## src/hdl/rhash_pkg.sv

```systemverilog
// ----------------------------------------------------------------------------
// rhash_pkg
// Shared types, codes, constants and helper functions of the ray hit
// annular sector histogram block.
// ----------------------------------------------------------------------------
package rhash_pkg;

    localparam logic [1:0] CMD_RAY    = 2'd0;
    localparam logic [1:0] CMD_READ_R = 2'd1;
    localparam logic [1:0] CMD_READ_A = 2'd2;
    localparam logic [1:0] CMD_CLEAR  = 2'd3;

    localparam int CFG_IDX_W = 3;
    localparam logic [CFG_IDX_W-1:0] CFG_PLANE_DISTANCE = 3'd0;
    localparam logic [CFG_IDX_W-1:0] CFG_CENTER_OFFSET  = 3'd1;
    localparam logic [CFG_IDX_W-1:0] CFG_MIN_RADIUS     = 3'd2;
    localparam logic [CFG_IDX_W-1:0] CFG_MAX_RADIUS     = 3'd3;
    localparam logic [CFG_IDX_W-1:0] CFG_MIN_ANGLE      = 3'd4;
    localparam logic [CFG_IDX_W-1:0] CFG_MAX_ANGLE      = 3'd5;

    localparam int DIV_STEPS    = 40;
    localparam int SQRT_STEPS   = 32;
    localparam int CORDIC_STEPS = 17;
    localparam int STEP_W       = 6;
    localparam logic signed [15:0] HALF_PI_Q13 = 16'sd12868;

    typedef struct packed {
        logic [1:0]         command;
        logic signed [15:0] dir_x;
        logic signed [15:0] dir_y;
        logic signed [15:0] dir_z;
        logic [4:0]         bin_index;
    } rhash_in_t;

    typedef struct packed {
        logic               skipped;
        logic               hit;
        logic [4:0]         radius_bin;
        logic [3:0]         angle_bin;
        logic signed [31:0] plane_x;
        logic signed [31:0] plane_y;
        logic [31:0]        bin_count;
    } rhash_out_t;

    typedef struct packed {
        logic              load;
        logic              div_step;
        logic              proj;
        logic              offs;
        logic              sq1;
        logic              sq2;
        logic              sqrt_step;
        logic              cordic_step;
        logic              judge;
        logic              bdiv_init_r;
        logic              bdiv_init_a;
        logic              bdiv_step;
        logic              bdiv_done_r;
        logic              bdiv_done_a;
        logic              mem_rd;
        logic              mem_upd;
        logic              clear;
        logic              finish;
        logic [STEP_W-1:0] step;
    } rhash_cmd_t;

    typedef struct packed {
        logic [1:0] command;
        logic       dz_zero;
        logic       hit;
    } rhash_sts_t;

    function automatic logic signed [31:0] sat32(input logic signed [41:0] v);
        logic signed [31:0] r;
        if (v > 42'sd2147483647)
        begin
            r = 32'sh7fffffff;
        end
        else if (v < -42'sd2147483648)
        begin
            r = 32'sh80000000;
        end
        else
        begin
            r = v[31:0];
        end
        return r;
    endfunction

    function automatic logic signed [35:0] shr_tz(input logic signed [35:0] v,
                                                  input logic [4:0] s);
        logic signed [35:0] r;
        if (v[35])
        begin
            r = -((-v) >>> s);
        end
        else
        begin
            r = v >>> s;
        end
        return r;
    endfunction

    function automatic logic signed [19:0] atan_q16(input logic [4:0] i);
        logic signed [19:0] r;
        unique case (i)
            5'd0:    r = 20'sd51472;
            5'd1:    r = 20'sd30386;
            5'd2:    r = 20'sd16055;
            5'd3:    r = 20'sd8150;
            5'd4:    r = 20'sd4091;
            5'd5:    r = 20'sd2047;
            5'd6:    r = 20'sd1024;
            5'd7:    r = 20'sd512;
            5'd8:    r = 20'sd256;
            5'd9:    r = 20'sd128;
            5'd10:   r = 20'sd64;
            5'd11:   r = 20'sd32;
            5'd12:   r = 20'sd16;
            5'd13:   r = 20'sd8;
            5'd14:   r = 20'sd4;
            5'd15:   r = 20'sd2;
            5'd16:   r = 20'sd1;
            default: r = 20'sd0;
        endcase
        return r;
    endfunction

endpackage

```

## src/hdl/rhash_ctrl.sv

```systemverilog
// ----------------------------------------------------------------------------
// rhash_ctrl
// Sequencer: steps the datapath through projection, radius, angle, binning
// and histogram access, and owns the input and output handshakes.
// ----------------------------------------------------------------------------
module rhash_ctrl #(
    parameter int QUOT_BITS = 5
) (
    input  logic                  clk,
    input  logic                  rst_n,
    input  logic                  in_valid,
    output logic                  in_ready,
    output logic                  out_valid,
    input  logic                  out_ready,
    input  rhash_pkg::rhash_sts_t sts,
    output rhash_pkg::rhash_cmd_t cmd
);
    import rhash_pkg::*;

    localparam logic [4:0] S_IDLE    = 5'd0;
    localparam logic [4:0] S_DECODE  = 5'd1;
    localparam logic [4:0] S_DIV     = 5'd2;
    localparam logic [4:0] S_PROJ    = 5'd3;
    localparam logic [4:0] S_OFFS    = 5'd4;
    localparam logic [4:0] S_SQ1     = 5'd5;
    localparam logic [4:0] S_SQ2     = 5'd6;
    localparam logic [4:0] S_SQRT    = 5'd7;
    localparam logic [4:0] S_JUDGE   = 5'd8;
    localparam logic [4:0] S_BINIT_R = 5'd9;
    localparam logic [4:0] S_BDIV_R  = 5'd10;
    localparam logic [4:0] S_BINIT_A = 5'd11;
    localparam logic [4:0] S_BDIV_A  = 5'd12;
    localparam logic [4:0] S_BFIN_A  = 5'd13;
    localparam logic [4:0] S_RD      = 5'd14;
    localparam logic [4:0] S_WR      = 5'd15;
    localparam logic [4:0] S_DONE    = 5'd16;

    logic [4:0]        state_reg, state_next;
    logic [STEP_W-1:0] cnt_reg, cnt_next;
    logic              out_valid_reg, out_valid_next;

    always_comb
    begin
        cmd        = '0;
        cmd.step   = cnt_reg;
        state_next = state_reg;
        cnt_next   = cnt_reg;
        in_ready   = 1'b0;
        unique case (state_reg)
            S_IDLE:
            begin
                in_ready = 1'b1;
                if (in_valid)
                begin
                    cmd.load   = 1'b1;
                    state_next = S_DECODE;
                end
            end
            S_DECODE:
            begin
                unique case (sts.command)
                    CMD_RAY:
                    begin
                        cnt_next   = '0;
                        state_next = sts.dz_zero ? S_DONE : S_DIV;
                    end
                    CMD_READ_R, CMD_READ_A:
                    begin
                        state_next = S_RD;
                    end
                    default:
                    begin
                        cmd.clear  = 1'b1;
                        state_next = S_DONE;
                    end
                endcase
            end
            S_DIV:
            begin
                cmd.div_step = 1'b1;
                if (cnt_reg == STEP_W'(DIV_STEPS - 1))
                begin
                    state_next = S_PROJ;
                end
                else
                begin
                    cnt_next = cnt_reg + 1'b1;
                end
            end
            S_PROJ:
            begin
                cmd.proj   = 1'b1;
                state_next = S_OFFS;
            end
            S_OFFS:
            begin
                cmd.offs   = 1'b1;
                state_next = S_SQ1;
            end
            S_SQ1:
            begin
                cmd.sq1    = 1'b1;
                state_next = S_SQ2;
            end
            S_SQ2:
            begin
                cmd.sq2    = 1'b1;
                cnt_next   = '0;
                state_next = S_SQRT;
            end
            S_SQRT:
            begin
                cmd.sqrt_step   = 1'b1;
                cmd.cordic_step = (cnt_reg < STEP_W'(CORDIC_STEPS));
                if (cnt_reg == STEP_W'(SQRT_STEPS - 1))
                begin
                    state_next = S_JUDGE;
                end
                else
                begin
                    cnt_next = cnt_reg + 1'b1;
                end
            end
            S_JUDGE:
            begin
                cmd.judge  = 1'b1;
                state_next = S_BINIT_R;
            end
            S_BINIT_R:
            begin
                if (sts.hit)
                begin
                    cmd.bdiv_init_r = 1'b1;
                    cnt_next        = STEP_W'(QUOT_BITS - 1);
                    state_next      = S_BDIV_R;
                end
                else
                begin
                    state_next = S_DONE;
                end
            end
            S_BDIV_R:
            begin
                cmd.bdiv_step = 1'b1;
                if (cnt_reg == '0)
                begin
                    state_next = S_BINIT_A;
                end
                else
                begin
                    cnt_next = cnt_reg - 1'b1;
                end
            end
            S_BINIT_A:
            begin
                cmd.bdiv_done_r = 1'b1;
                cmd.bdiv_init_a = 1'b1;
                cnt_next        = STEP_W'(QUOT_BITS - 1);
                state_next      = S_BDIV_A;
            end
            S_BDIV_A:
            begin
                cmd.bdiv_step = 1'b1;
                if (cnt_reg == '0)
                begin
                    state_next = S_BFIN_A;
                end
                else
                begin
                    cnt_next = cnt_reg - 1'b1;
                end
            end
            S_BFIN_A:
            begin
                cmd.bdiv_done_a = 1'b1;
                state_next      = S_RD;
            end
            S_RD:
            begin
                cmd.mem_rd = 1'b1;
                state_next = S_WR;
            end
            S_WR:
            begin
                cmd.mem_upd = 1'b1;
                state_next  = S_DONE;
            end
            S_DONE:
            begin
                if (!out_valid_reg || out_ready)
                begin
                    cmd.finish = 1'b1;
                    state_next = S_IDLE;
                end
            end
            default:
            begin
                state_next = S_IDLE;
            end
        endcase
    end

    always_comb
    begin
        if (cmd.finish)
        begin
            out_valid_next = 1'b1;
        end
        else if (out_ready)
        begin
            out_valid_next = 1'b0;
        end
        else
        begin
            out_valid_next = out_valid_reg;
        end
    end

    assign out_valid = out_valid_reg;

    always_ff @(posedge clk or negedge rst_n)
    begin
        if (!rst_n)
        begin
            state_reg     <= S_IDLE;
            cnt_reg       <= '0;
            out_valid_reg <= 1'b0;
        end
        else
        begin
            state_reg     <= state_next;
            cnt_reg       <= cnt_next;
            out_valid_reg <= out_valid_next;
        end
    end

endmodule

```

## config.mk

```make
export PLATFORM = sky130hd
export DESIGN_NAME = rhash_ctrl
export DESIGN_NICKNAME = d
export VERILOG_FILES = /design/src/hdl/rhash_pkg.sv /design/src/hdl/rhash_ctrl.sv
export SDC_FILE = /design/constraint.sdc
export NUM_CORES = 1
export LEC_CHECK = 0
export ABC_AREA = 0
export BUFFER_PORTS_ARGS = -buffer_cell sky130_fd_sc_hd__buf_4
export CORE_MARGIN = 3
export CORE_UTILIZATION = 45
export DETAILED_ROUTE_END_ITERATION = 10
export GPL_ROUTABILITY_DRIVEN = 0
export PLACE_DENSITY_LB_ADDON = 0.1
export SYNTH_ARGS = -nofsm -noshare
export SYNTH_HDL_FRONTEND = slang
export SYNTH_SLANG_ARGS = --single-unit
```

## constraint.sdc

```tcl
create_clock -name clk -period 3.6 [get_ports clk]
set_input_delay 0 -clock clk [delete_from_list [all_inputs] [get_ports clk]]
set_output_delay 0 -clock clk [all_outputs]
set_load 0.02 [all_outputs]
```

### Yosys cells after proc, flatten, opt, wreduce, memory -nomap -nowiden

Index checks and enable logic that the tools add are counted.

| storage, ports and cells | value |
|---|---|
| flip-flop bits (word level) | 12 |
| bits of input ports | 8 |
| output and inout bits | 26 |
| logic and storage cells | 88 |

| cells by class | value |
|---|---|
| add/subtract/negate cells | 2 |
| magnitude comparators | 1 |
| equality and inequality tests | 31 |
| mux-type cells | 39 |
| reduce and logical (&&, ||, !) cells | 12 |

Operator list:

| cell | count |
|---|---|
| $pmux 5 s17 | 1 |
| $pmux 6 s7 | 1 |
| $eq 5x4->1 const B | 8 |
| $mux 5 | 8 |
| $mux 6 | 5 |
| $mux 1 | 22 |
| $eq 5x3->1 const B | 4 |
| $ne 2x2->1 const B | 10 |
| $reduce_and 6->1 | 2 |
| $eq 5x2->1 const B | 2 |
| $pmux 5 s2 | 1 |
| $reduce_bool 7->1 | 1 |
| $add 6x1->6 const B | 1 |
| $eq 6x5->1 const B | 1 |
| $eq 6x6->1 const B | 1 |
| $logic_not 6->1 | 1 |
| $lt 6x5->1 const B | 1 |
| $sub 6x1->6 const B | 1 |
| $eq 5x1->1 const B | 1 |
| $eq 5x5->1 const B | 1 |
| $logic_not 5->1 | 1 |
| $reduce_or 2->1 | 2 |
| $reduce_or 3->1 | 1 |
| $eq 2x1->1 const B | 1 |
| 7 further kinds | 7 |

### Logic depth before layout (Yosys ltp)

Gate-level depths: netlist (run 1).

| logic depth | value |
|---|---|
| word-level depth | 5 |
| gate-level depth with buffers | 9 |
| mapped depth without buffers | 8 |

### Worst setup path before layout (run 1)

Ideal clock, no wire load.

| timing | value |
|---|---|
| path type | flip-flop to flip-flop |
| start point | register state_reg[3] |
| end point | register cnt_reg[5] |
| setup time | 0.080 ns |
| arrival time | 2.704 ns |
| data required time | 3.520 ns |
| setup slack | 0.816 ns |
| stages on the path, launching flop included | 9 |
| clock period less this slack | 2.784 ns |
| cells stage by stage | dfrtp_1 > or3b_1 > nor2_1 > ha_1 > a21oi_1 > a21oi_1 > or3_1 > a211o_1 > o211ai_2 |

| between the ends | value |
|---|---|
| cells in the longest elaborated chain, start to end | 4 |

RTL lines:

| element | line | RTL |
|---|---|---|
| start, declared | rhash_ctrl.sv:38 | `logic [4:0] state_reg, state_next;` |
| start signal, assigned | rhash_ctrl.sv:231 | `state_reg <= state_next;` |
| $eq 5x4->1 | rhash_ctrl.sv:49 | `unique case (state_reg)` |
| $reduce_or 2->1 (no line) | n/a |  |
| $reduce_bool 7->1 (no line) / $ne 2x2->1 (equally long branches) | n/a |  |
| $reduce_and 6->1 (no line) | n/a |  |
| end signal, assigned | rhash_ctrl.sv:232 | `cnt_reg <= cnt_next;` |
| end, declared | rhash_ctrl.sv:39 | `logic [STEP_W-1:0] cnt_reg, cnt_next;` |

Several ways; a longest one is shown, not always the timed one.
A chain may end at the register's enable or synchronous reset.

### Final worst setup path (run 1)

Ends and elaborated chain as after synthesis.

==> qor.csv, run 1 <==
metric;value;unit
status;finished, final reports clean;
cts_made_buffers;3;
ant_nets;0;
grt_pass1_vias;1262;
crit_path_top_delay_cell;dfrtp_1;
tns;0;ps
largest_register_ffs;6;
maxSlewViolCount;0;
p_comb_share;70.3;%
clockBufferDepth;2;
start_util;49.7;%
synth_compound_area_share;24.0;%
dieArea;3570;um^2
synth-xor-area-share;2.70;%
synth_largest_area_cell;dfrtp_1;
clock_skew;6.29;ps
clockPowerShare;8.6;%
via_per_inst;6.00;
grt_usage;21.4;%
maxCapViolations;0;
swShare;52.7;%
grt_pass1_wl;5.84;mm
cts_tree;built;
crit_required;3800;ps
powerDensity;802;nW/um^2
synth-edff-count;0;
tightest_slew;758;ps
reg2reg_from;state_reg[3];
hold_violations;0;
drt-initial-drc-count;106;
area_growth;22.4;%
die_h;59.7;um
synth_top_cell_area_share;23.1;%
vias;1379;
wl_per_cell;15.8;um
fin_cells;230;
fin_crit;3100;ps
dp.cells;224;
crit_start;state_reg[3];
syn_avg_cell_area;7.60;um^2
grt_max_degree;22;
syn-cell-area;1300;um^2
max_slew_margin;49.5;%
rrSetupSlack;500;ps
ys_seq_area_share;23.1;%
grt_overflow;0;
clkTransAtPathRegs;80;ps
cts_root_buf;clkbuf_4;
core-area;2610;um^2
synth_top_family_by_area;simple AND/OR/NAND/NOR gates;
yosysMostFrequentCell;nor2_1;
netlist_instances;171;
crit_type;flop to flop;
critPathMaxFanout;18;
drcViolationCount;0;
fin_nets;218;
wirelength;3.63;mm
setup_viol;0;
arrival;3300;ps
p_leak;0.772;nW
antenna_found_initial;0;
endpoint;cnt_reg[5];
critPathMostFrequentCell;a21oi_1;
seqPwrFrac;21.2;%
yosys_register_bits;12;
yosys-top-cells-area;dfrtp_1, ha_1, nor2_1;
place_hpwl;2.76;mm
ir_worst_vdd;0.713;mV
cts_setup_buffers;0;
synth.cells.most_frequent;nor2_1, a21oi_1, dfrtp_1;
drive_above_1_share;23.5;%
io_buffers;33;
hold_path_class;primary input to flop;
dr.pass1.iters;4;
synth_fa_ha_area_share;9.25;%
fill_cells;248;
reg2regPathDepth;8;
end_kind;flop;
switching_power;0.672;mW
synthDistinctLibCells;45;
yosys.area_share.simple;30.6;%
post_cts_resized;0;
p_int;0.603;mW
worst_r2r_endpoint;cnt_reg[5];
synth_nets;188;
synthMuxAreaShare;2.02;%
io_pins;34;
critPathMaxStageDelay;660;ps
start_kind;flop;
h-tree-depth;1;
async_flop_share;100;%
rows;18;
fin_crit_sh;86.1;%
yosys_warnings;0;
rsz0062_at_grt;no;
fmax;323;MHz
crit_chain;or3b_1 > nor2_1 > ha_1 > a21oi_1 > a21oi_1 > or3_1 > a211o_1 > o211ai_2;
die_w;59.7;um
clk_latency;280;ps
antenna_cells;0;
synth_ff_type;dfrtp_1;
cts_sinks;12;
-- metrics by stage --
step	worst slack [ps]	hold slack [ps]	total power, mW	instance area, um^2	util (%)
after floorplan	816	-296	0.915	1300	-
after global placement	712	-147	1.14	1530	58.7
after detailed placement	558	-144	1.16	1530	58.7
after CTS	537	33.0	1.27	1590	60.8
after global routing	291	38.2	1.38	1590	60.8
final	502	37.3	1.27	1590	60.8
-- critical path, delay by kind of cell, from the launching register on --
family	cells	cell delay, ps
adders and majority gates	1	350
DFF	1	660
AOI/OAI and AO/OA	4	680
and+or+nand+nor	3	1330
-- how the worst min path moves through the flow --
stage | end | cells after the start | start
6_report | state_reg[4] | 4 | sts[0]
5_1_grt | state_reg[4] | 4 | sts[0]
4_1_cts | state_reg[4] | 4 | sts[0]
3_5_place_dp | state_reg[4] | 1 | rst_n
3_3_place_gp | state_reg[1] | 1 | rst_n
2_1_floorplan | cnt_reg[0] | 0 | rst_n
-- cell usage in the layout, fill, tap and decap left out, types with 3 or more instances in the layout --
cell type	instances
buf_4	36
nor2_1	23
a21oi_1	12
dfrtp_1	12
o21ai_0	11
nand2_1	10
inv_1	8
ha_1	8
nand3_1	7
nor3_1	7
nor2b_1	5
o41ai_1	5
or3_1	4
or3b_1	3
nand2b_1	3
xnor2_1	3
and3_1	3
a21o_1	3
clkbuf_4	3
-- area by class of cell --
| type | instances | area [um^2] | share of cell area, % |
|---|---|---|---|
| clock buffer | 4 | 36.3 | 2.28 |
| timing repair buffer | 38 | 290 | 18.3 |
| sequential | 12 | 300 | 18.9 |
| tap | 30 | 37.5 | 2.36 |
| multi-input combinational | 137 | 891 | 56.1 |
| inverter | 9 | 33.8 | 2.13 |
-- repair_timing --
item	CTS	global route
endpoints found under the setup margin	0	0
endpoints found under the hold margin	13	0
hold buffers	2	0
-- layer usage --
metal | wire [um] | track usage [%] | share of wire [%]
met1 | 1550 | 26.2 | 43
met2 | 1860 | 38.0 | 51
met3 | 211 | 4.97 | 5.8
met4 | 11 | 4.11 | 0.30
met5 | 0 | 0 | 0
-- power groups by stage --
stage	Sequential [mW]	Clock [mW]	Combinational, mW
2_1_floorplan	0.265	0	0.650
3_5_place_dp	0.270	0	0.887
4_1_cts	0.268	0.112	0.890
3_3_place_gp	0.268	0	0.873
5_1_grt	0.279	0.119	0.980
6_report	0.270	0.109	0.895
-- cell families (layout without fill, tap and decap cells) --
family / after synthesis / count (layout)
multiplexers: 2 / 2
AND/OR/NAND/NOR: 76 / 76
flip-flops: 12 / 12
buffers and inverters: 22 / 51
AO/OA/AOI/OAI: 46 / 46
XOR/XNOR: 4 / 4
adder cells (fa/ha/maj): 9 / 9
Note: power is estimated with default switching activity, not from simulation.
==> run 2, diff against run 1 <==
Clock period 3.6 ns to 3.4 ns, I/O delays scaled along.
==> qor.csv, run 2 (synthesis results as in run 1) <==
metric;value;unit
status;finished, final reports clean;
clock_skew;2.72;ps
multi_input_area;891;um^2
setup_viol;0;
start_util;49.7;%
clkTransAtPathRegs;80;ps
antenna_cells;0;
grt_pass1_wl;5.98;mm
ir_worst_vdd;0.590;mV
drive_above_1_share;24.3;%
fin_cells;232;
core-area;2610;um^2
p_leak;0.783;nW
fmax;356;MHz
place_hpwl;2.77;mm
dp.cells;226;
largest_register_ffs;6;
powerDensity;852;nW/um^2
grt_pass1_vias;1287;
cts_root_buf;clkbuf_4;
wl_per_cell;15.8;um
end_kind;flop;
antenna_found_initial;0;
dieArea;3570;um^2
maxSlewViolCount;0;
ant_nets;0;
clockBufferDepth;2;
die_w;59.7;um
crit_required;3610;ps
dpl_cell_area;1550;um^2
fin_crit;2810;ps
maxCapViolations;0;
via_per_inst;5.96;
fin_crit_sh;82.5;%
cts_tree;built;
max_slew_margin;46.8;%
h-tree-depth;1;
rsz0062_at_grt;no;
tns;0;ps
drt-initial-drc-count;124;
place_ws;628;ps
tightest_slew;798;ps
critPathMaxFanout;9;
cts_made_buffers;3;
design_area;1600;um^2
start_kind;flop;
fin_nets;220;
vias;1383;
clk_latency;280;ps
area_growth;23.5;%
fill_cells;248;
arrival;3010;ps
regArea;300;um^2
grt_max_degree;22;
wirelength;3.67;mm
crit_type;flop to flop;
rows;18;
io_buffers;33;
grt_usage;22.4;%
final_common_cell;buf_4;
die_h;59.7;um
layout_common_cells;buf_4, nor2_1, a21oi_1, dfrtp_1, o21ai_0;
dr.pass1.iters;5;
io_pins;34;
post_cts_resized;0;
hold_path_class;primary input to flop;
hold_violations;0;
cts_sinks;12;
fin_ws;595;ps
drcViolationCount;0;
grt_overflow;0;
-- run 2: stage by stage --
stage          power [mW]  util [%]  hold slack, ps
2_1_floorplan       0.968         -            -296
3_3_place_gp         1.22      59.2            -145
3_5_place_dp         1.24      59.2            -140
4_1_cts              1.37      61.4            25.8
5_1_grt              1.48      61.4            56.0
6_report             1.37      61.4            38.3
-- run 2: layout make-up --
type,count,area share (%)
Multi-Input combinational cell,137,55.5
Timing Repair Buffer,40,19.0
Sequential cell,12,18.7
Tap cell,30,2.34
Clock buffer,4,2.26
Inverter,9,2.11
-- run 2: repair_timing --
item | in CTS | in global routing
hold endpoints to repair | 13 | 0
hold buffers | 2 | 0
setup buffers | 0 | 0
-- run 2: final timing paths --
| path | depth (start not counted) | slack [ps] | start | endpoint |
|---|---|---|---|---|
| hold reg to reg | 2 | 560 | out_valid | out_valid |
| max in group asynchronous | 2 | 3130 | rst_n | cnt_reg[3] |
| hold / removal | 4 | 40 | sts[0] | state_reg[4] |
| setup / recovery | 8 | 590 | state_reg[4] | cnt_reg[5] |
| min in group asynchronous | 2 | 100 | rst_n | cnt_reg[2] |
| setup reg to reg | 8 | 590 | state_reg[4] | cnt_reg[5] |
-- run 2: metal layers --
layer	track usage (%)	wire [um]
met3	3.89	171
met4	9.18	99
met5	0	0
met1	29.0	1610
met2	36.6	1790
-- run 2: critical path, cell delays in order (launching register included) --
cell and delay (ps):
dfrtp_1 380, or3b_1 430, nor2_1 500, ha_1 360, a21oi_1 190, a21oi_1 110, or3_1 370, a211o_1 330
o211ai_2 70
-- run 2: power by group --
group	switching, mW	internal [mW]
sequential	0.0608	0.196
clock	0.0524	0.0652
combinational	0.604	0.387
